===== config.mk =====
export PLATFORM = sky130hd
export DESIGN_NAME = svpd_duty
export DESIGN_NICKNAME = d
export VERILOG_FILES = /design/src/hw/rtl/svpd_pkg.sv /design/src/hw/rtl/svpd_duty.sv
export SDC_FILE = /design/constraint.sdc
export NUM_CORES = 1
export LEC_CHECK = 0
export ABC_AREA = 1
export BUFFER_PORTS_ARGS = -buffer_cell sky130_fd_sc_hd__buf_2
export CAP_MARGIN = 20
export CORE_MARGIN = 2
export CORE_UTILIZATION = 55
export DETAILED_ROUTE_END_ITERATION = 10
export GPL_TIMING_DRIVEN = 1
export PLACE_DENSITY = 0.89
export REMOVE_ABC_BUFFERS = 1
export SLEW_MARGIN = 0
export SYNTH_ARGS = -nofsm -noshare
export SYNTH_HDL_FRONTEND = slang
export SYNTH_SLANG_ARGS = --single-unit

===== constraint.sdc =====
create_clock -name clk_i -period 1.8 [get_ports clk_i]
set_input_delay 0.18 -clock clk_i [delete_from_list [all_inputs] [get_ports clk_i]]
set_output_delay 0.18 -clock clk_i [all_outputs]
set_load 0.01 [all_outputs]

===== src/hw/rtl/svpd_pkg.sv =====
// ----------------------------------------------------------------------------
// svpd_pkg
// Shared constants, stage types and sector codes for the space vector PWM
// duty pipeline.
// ----------------------------------------------------------------------------
package svpd_pkg;

  localparam int FRAC_BITS  = 16;
  localparam int VOLT_WIDTH = 16;
  localparam int PER_W      = 16;

  // normalized Q2.F values and the division that makes them
  localparam int NW   = FRAC_BITS + 2;
  localparam int REMW = VOLT_WIDTH + 1;
  // 1/sqrt3 and 2/sqrt3 in Q1.F, signed operand width
  localparam int KW   = FRAC_BITS + 2;
  localparam int PW   = NW + KW;
  // term, product, time, center and duty widths
  localparam int XW   = NW + 2;
  localparam int PRW  = XW + PER_W + 1;
  localparam int TW   = PRW - FRAC_BITS;
  localparam int CW   = TW + 1;
  localparam int DW   = CW + 1;

  localparam longint InvSqrt3Q24    = 64'd9686330;
  localparam longint TwoInvSqrt3Q24 = 64'd19372660;
  localparam int     QShift         = 24 - FRAC_BITS;
  localparam longint QHalf          = (64'd1 << QShift) >> 1;
  localparam logic [KW-1:0] K1 = KW'((InvSqrt3Q24 + QHalf) >> QShift);
  localparam logic [KW-1:0] K2 = KW'((TwoInvSqrt3Q24 + QHalf) >> QShift);

  localparam logic [NW-1:0] QLIM = NW'(64'd1 << (FRAC_BITS + 1));

  localparam logic [PER_W-1:0] PERIOD_RST = PER_W'(1000);

  typedef enum logic [2:0] {
    SECT_1 = 3'd1,
    SECT_2 = 3'd2,
    SECT_3 = 3'd3,
    SECT_4 = 3'd4,
    SECT_5 = 3'd5,
    SECT_6 = 3'd6
  } sector_e;

  typedef struct packed {
    logic [VOLT_WIDTH-1:0] bus;
    logic [REMW-1:0]       rem_a;
    logic [REMW-1:0]       rem_b;
    logic [NW-1:0]         low_a;
    logic [NW-1:0]         low_b;
    logic [NW-1:0]         q_a;
    logic [NW-1:0]         q_b;
    logic                  neg_a;
    logic                  neg_b;
    logic                  ovf_a;
    logic                  ovf_b;
    logic                  zero;
  } div_stage_t;

  typedef struct packed {
    sector_e              sector;
    logic signed [NW-1:0] a;
    logic signed [XW-1:0] kb;
    logic signed [XW-1:0] tb;
    logic                 zero;
  } sect_t;

  typedef struct packed {
    sector_e              sector;
    logic signed [TW-1:0] t1;
    logic signed [TW-1:0] t2;
    logic signed [CW-1:0] c;
    logic                 zero;
  } time_t;

endpackage


===== src/hw/rtl/svpd_duty.sv =====
// ----------------------------------------------------------------------------
// svpd_duty
// Derive the three phase counts from the center count (half period on a
// zero bus), clamp them and hold the result in the output register.
// ----------------------------------------------------------------------------
module svpd_duty import svpd_pkg::*; (
  input  logic             clk_i,
  input  logic             rst_ni,
  input  logic [PER_W-1:0] period_i,
  input  logic             in_valid_i,
  output logic             in_ready_o,
  input  time_t            in_i,
  output logic             out_valid_o,
  input  logic             out_ready_i,
  output logic [PER_W-1:0] duty_u_o,
  output logic [PER_W-1:0] duty_v_o,
  output logic [PER_W-1:0] duty_w_o,
  output logic [2:0]       sector_o,
  output logic             limited_o
);

  logic                 v_q, en;
  logic signed [DW-1:0] c, t1, t2, du, dv, dw;
  logic [PER_W-1:0]     cu, cv, cw;
  logic                 lu, lv, lw;
  logic [PER_W-1:0]     du_q, dv_q, dw_q;
  logic [2:0]           sec_q;
  logic                 lim_q;

  function automatic logic [PER_W:0] clamp(input logic signed [DW-1:0] d,
                                           input logic [PER_W-1:0] p);
    if (d[DW-1]) return {1'b1, {PER_W{1'b0}}};
    if (d > $signed(DW'(p))) return {1'b1, p};
    return {1'b0, d[PER_W-1:0]};
  endfunction

  assign c  = DW'(in_i.c);
  assign t1 = DW'(in_i.t1);
  assign t2 = DW'(in_i.t2);

  always_comb begin
    unique case (in_i.sector)
      SECT_1: begin du = c; dv = du - t1; dw = dv - t2; end
      SECT_2: begin dv = c; du = dv - t2; dw = du - t1; end
      SECT_3: begin dv = c; dw = dv - t1; du = dw - t2; end
      SECT_4: begin dw = c; dv = dw - t2; du = dv - t1; end
      SECT_5: begin dw = c; du = dw - t1; dv = du - t2; end
      default: begin du = c; dw = du - t2; dv = dw - t1; end
    endcase
  end

  assign {lu, cu} = clamp(du, period_i);
  assign {lv, cv} = clamp(dv, period_i);
  assign {lw, cw} = clamp(dw, period_i);

  assign en = !v_q || out_ready_i;

  always_ff @(posedge clk_i or negedge rst_ni) begin
    if (!rst_ni) begin
      v_q <= 1'b0;
    end else if (en) begin
      v_q <= in_valid_i;
    end
  end

  always_ff @(posedge clk_i) begin
    if (en) begin
      if (in_i.zero) begin
        du_q  <= period_i >> 1;
        dv_q  <= period_i >> 1;
        dw_q  <= period_i >> 1;
        sec_q <= SECT_1;
        lim_q <= 1'b1;
      end else begin
        du_q  <= cu;
        dv_q  <= cv;
        dw_q  <= cw;
        sec_q <= in_i.sector;
        lim_q <= lu || lv || lw;
      end
    end
  end

  assign in_ready_o  = en;
  assign out_valid_o = v_q;
  assign duty_u_o    = du_q;
  assign duty_v_o    = dv_q;
  assign duty_w_o    = dw_q;
  assign sector_o    = sec_q;
  assign limited_o   = lim_q;

endmodule


==> metrics.csv, run 1 <==
stage,metric,value,unit
synth,Synth Flop Type,edfxtp_1,
synth,Area contributors post-synth,"nand2_1 (20%), ha_1 (14%), edfxtp_1 (13%)",
place,port bufs,141,
die,Initial Util,55.8,%
die,Rows,54,
global_routing,grt ovf,1106,
place,Placer Congestion,1.30,
synth,"top cells by count, synth","nand2_1 (643), inv_1 (314), nand3_1 (191), a21oi_1 (148), nor2_1 (137)",
die,Die W,152,um
die,die height,152,um
clocking,CTS max path bufs,2,
clocking,CTS Root Cell,clkbuf_16,
die,num ports,142,
global_routing,gr usage total,93.5,%
clocking,total CTS buffers,5,
status,status,did not finish,
status,Stop stage,global routing (5_1_grt),
clocking,htree depth,2,
synth,"count leader, synth",nand2_1,
synth,synthesized flop and latch total,53,
global_routing,global-route wire length before repair,172000,um
clocking,clock sink total,53,
synth,Synth area leader,nand2_1,
synth,Yosys Warn Count,0,
place,DP HPWL,52100,um
synth,ys async rst share,1.89,%
synth,Syn Inst Count,2068,
synth,register area share after synthesis,13.1,%
synth,share of the synthesized area in the top cell type,19.9,%
synth,Post-synth EDFFs,52,
synth,Mapped Area,12100,um2
synth,synth unique cells,60,
global_routing,vias in the first global route,26500,
status,Error Message,[ERROR GRT-0116] Global routing finished with congestion. Check the congestion regions in the DRC Viewer.,
synth,Syn Area/Cell,5.85,um2
global_routing,largest net degree at the start of global routing,55,
[metrics by stage]
stage / setup TNS, ns / hold WS [ns] / worst slack [ns] / cells / area (um2)
CTS: -156.79 / 0.0843 / -3.31 / 3118 / 19300
global placement: -177.00 / -0.0460 / -3.67 / 3045 / 17600
floorplan: -167.87 / -0.116 / -3.31 / 2023 / 11900
detailed placement: -197.72 / -0.0386 / -4.17 / 3045 / 17600
[cells by family after synthesis]
kind of cell             count (synthesis)  synth area share, %
AO/OA/AOI/OAI                          319                 15.3
XOR/XNOR                                51                 3.69
adder cells (fa/ha/maj)                140                 14.7
buffers and inverters                  393                 12.9
flip-flops                              53                 13.1
AND/OR/NAND/NOR                       1112                 40.3
[layer usage]
layer | overflow | GRT usage (%)
met1 | 31 | 87.5
met2 | 783 | 113
met3 | 43 | 81.3
met4 | 246 | 96.9
met5 | 3 | 45.8
[what timing repair did]
action / in CTS
gates cloned: 2
setup buffers: 62
endpoints found under the setup margin: 49
hold buffers: 1
resized for setup: 223
hold endpoints to repair: 1
pin swaps: 56
==> inputs of run 2 (changes only) <==
--- a/config.mk
+++ b/config.mk
@@ -9,10 +9,10 @@
 export BUFFER_PORTS_ARGS = -buffer_cell sky130_fd_sc_hd__buf_2
 export CAP_MARGIN = 20
 export CORE_MARGIN = 2
-export CORE_UTILIZATION = 55
+export CORE_UTILIZATION = 40
 export DETAILED_ROUTE_END_ITERATION = 10
 export GPL_TIMING_DRIVEN = 1
-export PLACE_DENSITY = 0.89
+export PLACE_DENSITY_LB_ADDON = 0.15
 export REMOVE_ABC_BUFFERS = 1
 export SLEW_MARGIN = 0
 export SYNTH_ARGS = -nofsm -noshare
==> constraint.sdc (replaced) <==
create_clock -name clk_i -period 2.35 [get_ports clk_i]
set_input_delay 0.235 -clock clk_i [delete_from_list [all_inputs] [get_ports clk_i]]
set_output_delay 0.235 -clock clk_i [all_outputs]
set_load 0.01 [all_outputs]
==> metrics.csv, run 2 <==
stage,metric,value,unit,change
synth,Mapped Area,12100,um2,unchanged
drt,DRC,0,,
clocking,"Reg clk slew, reported paths",0.08,ns,
die,die height,178,um,+17%
synth,register area share after synthesis,13.1,%,unchanged
final_layout,fin util,76.6,%,
setup_path,Crit Path Max Fanout,8,,
final_layout,area delta synth->final,88.0,%,
synth,Synth area leader,nand2_1,,
global_routing,global-route wire length before repair,96500,um,
timing,f_max,0.187,GHz,
drt,DR vias,18600,,
timing,Fin. Hold Viols,0,,
setup_path,Crit path top cell by count,nand2_1,,
synth,synth unique cells,60,,unchanged
timing,final slew viol count,0,,
drt,DRT antenna net count,0,,
setup_path,Setup crit end kind,flip-flop,,
clocking,clock sink total,53,,unchanged
pwr,Switching Power,0.00687,W,
clocking,clk_lat worst skew,0.31,ns,
final_layout,nets,3224,,
synth,"count leader, synth",nand2_1,,
pwr,Leak Pwr,11.8,nW,
timing,# setup viols final,49,,
drt,drt pass-1 iters,8,,
pwr,Peak VDD IR,0.000343,V,
clocking,htree depth,2,,unchanged
clocking,CTS max path bufs,2,,unchanged
synth,"top cells by count, synth","nand2_1 (643), inv_1 (314), nand3_1 (191), a21oi_1 (148), nor2_1 (137)",,
place,Placed Area,18400,um2,+4.7%
job,MaxCap Viol Count,0,,
synth,Post-synth EDFFs,52,,unchanged
synth,Area contributors post-synth,"nand2_1 (20%), ha_1 (14%), edfxtp_1 (13%)",,
pwr,combinational power share,85.4,%,
pwr,PwrDens,631,nW/um2,
timing,relative slew slack,63.1,%,
status,violated checks,setup timing,,
synth,Yosys Warn Count,0,,unchanged
final_layout,"commonest non-fill, non-tap cell in the layout",buf_4,,
die,Die Area,31700,um2,
min_path,Hold WC Path Type,in -> reg,,
final_layout,most frequent cells in the layout,"buf_4 (762), nand2_1 (532), inv_1 (270)",,
pwr,Switching Share,47.9,%,
synth,Synth Flop Type,edfxtp_1,,
clocking,CTS tree,yes,,
clocking,CTS Root Cell,clkbuf_16,,
pwr,clock power share,6.1,%,
setup_path,CP arrival,5.40,ns,
drt,drt wl/cell,20.3,um,
setup_path,CP Class,in -> reg,,
pwr,internal power,0.00748,W,
global_routing,grt ovf,0,,
pwr,total power,0.0144,W,
drt,vias per std cell,5.49,,
die,num ports,142,,unchanged
synth,Syn Inst Count,2068,,unchanged
status,status,"complete, but fails checks",,
global_routing,largest net degree at the start of global routing,28,,
final_layout,post-route insts no fill,3387,,
timing,Setup Skew,0.00769,ns,
timing,Final Cycle Share,228,%,
setup_path,startpoint class of the critical path,primary input,,
setup_path,Worst EP required,2.40,ns,
place,DP Cell Count,3237,,+6.3%
timing,RSZ-0062 raised after global routing,yes,,
final_layout,antenna diode count,0,,
final_layout,share of layout cells above drive strength 1,49.9,%,
global_routing,vias in the first global route,17600,,
timing,min setup slack post-route,-3.00,ns,
global_routing,initial antenna violation count,0,,
timing,Worst Max-Slew Pin Slew,0.550,ns,
synth,ys async rst share,1.89,%,unchanged
pwr,sequential share of power,8.6,%,
die,Die W,178,um,+17%
drt,DRT iter0 DRCs,1793,,
place,port bufs,141,,unchanged
die,Rows,63,,+17%
setup_path,slowest CP cell,or3_4,,
drt,final wirelength,68700,um,
place,Placer Congestion,1.03,,-21%
synth,share of the synthesized area in the top cell type,19.9,%,unchanged
final_layout,fillers,2249,,
place,DP HPWL,51800,um,-0.43%
setup_path,crit-path max cell delay,0.43,ns,
timing,fin crit period,5.35,ns,
synth,Syn Area/Cell,5.85,um2,unchanged
die,Initial Util,40.7,%,-15 points
synth,synthesized flop and latch total,53,,unchanged
global_routing,gr usage total,40.1,%,
final_layout,final instance area,22800,um2,
clocking,total CTS buffers,5,,unchanged
place,"worst slack, placed",-4.30,ns,-0.126 ns
die,Core Area,29700,um2,
## run 2: cell counts after synthesis
No cell type changed its count.
## run 2: what timing repair did
action / 4_1_cts / 5_1_grt
endpoints found under the setup margin: 49 / 49
hold buffers: 1 / 0
buffers inserted: 103 / 36
resized for setup: 367 / 257
gates cloned: 7 / 2
pin swaps: 128 / 150
hold endpoints to repair: 1 / 0
## run 2: area by class of cell
class | instances | area (um2) | area share [%]
flip-flops and latches | 53 | 1590 | 6.97
clock buffers | 5 | 125 | 0.550
inverters | 348 | 1320 | 5.81
repair buffers | 963 | 7410 | 32.6
clock inverters | 3 | 50.0 | 0.220
well taps | 390 | 488 | 2.14
multi-input cells | 1625 | 11800 | 51.7
## run 2: worst paths after layout
path	start	endpoint	slack [ns]	cells after the start
worst max-delay path	in_i[54]	duty_v_o[5]	-3.00	38
worst min-delay path	in_valid_i	out_valid_o	0.12	3
worst max register to register	out_valid_o	duty_v_o[0]	0.97	2
worst min register to register	out_valid_o	out_valid_o	0.87	2
max in group asynchronous	rst_ni	out_valid_o	2.04	2
min in group asynchronous	rst_ni	out_valid_o	0.22	2
## run 2: logic make-up (layout without fill, tap and decap cells)
logic type                 Yosys count  in the layout  share of synthesized area, %
and+or+nand+nor                   1112           1115                          40.3
adders and majority gates          140            140                          14.7
DFF                                 53             53                          13.1
xor gates and xnor gates            51             51                          3.69
buffers and inverters              393           1319                          12.9
AOI/OAI and AO/OA                  319            319                          15.3
## run 2: power groups by stage
stage | combinational [W] | clock [W] | sequential [W]
2_1_floorplan | 0.00383 | 0 | 0.00133
3_3_place_gp | 0.00877 | 0 | 0.00125
3_5_place_dp | 0.00887 | 0 | 0.00125
4_1_cts | 0.0106 | 0.000859 | 0.00123
5_1_grt | 0.0129 | 0.000904 | 0.00124
6_report | 0.0123 | 0.000873 | 0.00123
## run 2: through the flow
stage	hold WS (ns)	setup TNS [ns]
3_3_place_gp	0.0105	-185.84
2_1_floorplan	-0.0606	-132.20
5_1_grt	0.130	-152.49
4_1_cts	0.128	-131.70
6_report	0.123	-140.37
3_5_place_dp	0.0117	-189.31
## run 2: worst max-delay path, delay by kind of cell
kind / cells / cell delay (ns)
adder cells (fa/ha/maj): 3 / 0.68
AND/OR/NAND/NOR: 19 / 2.27
buffers and inverters: 9 / 1.10
XOR/XNOR: 1 / 0.23
AO/OA/AOI/OAI: 6 / 0.88
## run 2: per-layer routing
metal  vias to the layer above  routed length (um)  track usage, %  share of wire (%)
met2                      1059               31000            66.4                 45
met1                      8517               25900            47.5                 38
met5                         -                   0               0                  0
met4                         0                6220            29.4                9.1
met3                       348                5560            5.12                8.1
li1                       8667                   -               -                  -
No activity file was read; power rests on OpenSTA's default activity.
==> inputs of run 3 (changes only) <==
--- a/config.mk
+++ b/config.mk
@@ -8,6 +8,7 @@
 export ABC_AREA = 1
 export BUFFER_PORTS_ARGS = -buffer_cell sky130_fd_sc_hd__buf_2
 export CAP_MARGIN = 20
+export CORE_ASPECT_RATIO = 0.6
 export CORE_MARGIN = 2
 export CORE_UTILIZATION = 40
 export DETAILED_ROUTE_END_ITERATION = 10
==> metrics.csv, run 3 (same netlist as run 2, synthesis figures left out) <==
stage,metric,value,unit,change
global_routing,global-route wire length before repair,99100,um,+2.7%
die,die height,139,um,-22%
final_layout,fin util,71.8,%,-4.7 points
clocking,clock sink total,53,,unchanged
timing,Fin Setup TNS,-134.04,ns,+6.32 ns
setup_path,Setup crit end kind,flip-flop,,
min_path,hold_sp,in_valid_i,,
clocking,clk_lat worst skew,0.31,ns,about the same
die,Die Area,31700,um2,+0.14%
setup_path,R2R setup slack,0.91,ns,-0.06 ns
job,MaxCap Viol Count,0,,unchanged
pwr,PwrDens,631,nW/um2,about the same
clocking,CTS Root Cell,clkbuf_16,,
timing,Fin. Hold Viols,0,,unchanged
die,num ports,142,,unchanged
timing,Final Cycle Share,222,%,-5.1 points
global_routing,largest net degree at the start of global routing,23,,-18%
drt,DRT iter0 DRCs,2200,,+23%
die,Initial Util,40.5,%,-0.19 points
place,DP HPWL,54800,um,+5.6%
timing,Worst Max-Slew Pin Slew,0.675,ns,+0.125 ns
clocking,CTS max path bufs,2,,unchanged
status,violated checks,setup timing,,
timing,relative slew slack,54.9,%,-8.2 points
setup_path,startpoint class of the critical path,primary input,,
clocking,CTS tree,yes,,
setup_path,slowest CP cell,fa_2,,
setup_path,FF-to-FF path depth,2,,unchanged
final_layout,most frequent cells in the layout,"buf_4 (761), nand2_1 (580), inv_1 (279)",,
clocking,total CTS buffers,5,,unchanged
die,Rows,49,,-22%
final_layout,nets,3189,,-1.1%
global_routing,initial antenna violation count,0,,unchanged
setup_path,CP arrival,5.30,ns,-0.10 ns
global_routing,vias in the first global route,17500,,-0.46%
drt,drt wl/cell,20.3,um,about the same
timing,fin crit period,5.23,ns,-0.121 ns
timing,min setup slack post-route,-2.88,ns,+0.121 ns
global_routing,gr usage total,40.8,%,+0.77 points
timing,f_max,0.191,GHz,+2.3%
timing,# setup viols final,49,,unchanged
place,port bufs,141,,unchanged
final_layout,antenna diode count,0,,unchanged
setup_path,Crit path top cell by count,buf_4,,
setup_path,Crit Path Max Fanout,4,,-4
setup_path,Critical R2R Capture,duty_v_o[3],,
pwr,Peak VDD IR,0.000397,V,+16%
clocking,htree depth,2,,unchanged
min_path,Hold EP,out_valid_o,,
drt,drt pass-1 iters,6,,-2
clocking,"Reg clk slew, reported paths",0.07,ns,about the same
min_path,Hold WC Path Type,in -> reg,,
drt,final wirelength,68400,um,-0.49%
pwr,Leak Pwr,11.4,nW,-3.9%
min_path,Hold Path Cell Cnt,3,,unchanged
place,Placer Congestion,1.07,,+3.5%
drt,DR vias,18500,,-0.58%
setup_path,CP Class,in -> reg,,
global_routing,grt ovf,0,,unchanged
drt,DRC,0,,unchanged
final_layout,fillers,2466,,+9.6%
drt,vias per std cell,5.48,,about the same
drt,DRT antenna net count,0,,unchanged
timing,final slew viol count,0,,unchanged
final_layout,share of layout cells above drive strength 1,45.2,%,-4.7 points
timing,Setup Skew,0.00723,ns,-0.000461 ns
die,Die W,229,um,+28%
die,Core Area,29900,um2,+0.47%
final_layout,area delta synth->final,77.3,%,
status,status,"complete, but fails checks",,
setup_path,Worst EP required,2.42,ns,+0.02 ns
setup_path,FF-to-FF Start,out_valid_o,,
setup_path,crit-path max cell delay,0.41,ns,-0.02 ns
final_layout,"commonest non-fill, non-tap cell in the layout",buf_4,,
timing,RSZ-0062 raised after global routing,yes,,
-- run 3: how the worst max path moves through the flow --
stage,start,to,slack (ns),depth (start not counted)
after floorplan,in_i[1],duty_u_o[15],-2.82,32
after global placement,in_i[1],duty_w_o[6],-3.65,36
after detailed placement,in_i[1],duty_w_o[0],-3.78,36
after CTS,in_i[1],duty_v_o[14],-2.72,41
after global routing,in_i[3],duty_w_o[7],-3.07,46
final,in_i[1],duty_w_o[13],-2.88,39
-- run 3: routing by layer --
layer | vias up | wire [um] | track usage, % | part of all wire, %
li1 | 8599 | - | - | -
met1 | 8568 | 29600 | 58.6 | 43
met2 | 1157 | 26100 | 55.6 | 38
met3 | 160 | 10600 | 16.7 | 15
met4 | 0 | 2050 | 10.8 | 3.0
met5 | - | 0 | 0 | 0
-- run 3: through the flow --
| step | std cells | cell area (um2) | worst slack [ns] | total power, W | hold WS, ns |
|---|---|---|---|---|---|
| 2_1_floorplan | 2023 | 11900 | -2.82 | 0.00516 | -0.0606 |
| 3_3_place_gp | 3238 | 18300 | -3.65 | 0.0100 | 0.00922 |
| 3_5_place_dp | 3238 | 18300 | -3.78 | 0.0101 | 0.0137 |
| 4_1_cts | 3350 | 20800 | -2.72 | 0.0124 | 0.128 |
| 5_1_grt | 3370 | 21500 | -3.07 | 0.0142 | 0.125 |
| 6_report | 3370 | 21500 | -2.88 | 0.0135 | 0.125 |
-- run 3: timing repair --
action | in CTS | in global routing
hold buffers | 1 | 0
pin swaps | 110 | 80
hold endpoints to repair | 1 | 0
setup buffers | 100 | 19
cloned | 4 | 1
setup endpoints to repair | 49 | 49
resized for setup | 326 | 111
-- run 3: report_power, final --
part	total, W	internal, W	switching (W)
Combinational	0.0115	0.00533	0.00622
Clock	0.000752	0.000392	0.000360
Sequential	0.00123	0.00120	0.0000296
Total	0.0135	0.00692	0.00661
-- run 3: final cells by class --
type	count	area (um2)	share of cell area [%]
clock inverters	3	17.5	0.0817
flip-flops and latches	53	1590	7.40
multi-input cells	1626	11000	51.1
inverters	348	1330	6.19
clock buffers	5	125	0.583
well taps	408	510	2.38
repair buffers	927	6910	32.2
-- run 3: worst max-delay path: cells and delay by family --
family	cells	cell delay [ns]
AO/OA/AOI/OAI	7	0.76
XOR/XNOR	2	0.34
adder cells (fa/ha/maj)	4	1.15
buffers and inverters	9	1.01
AND/OR/NAND/NOR	17	1.78
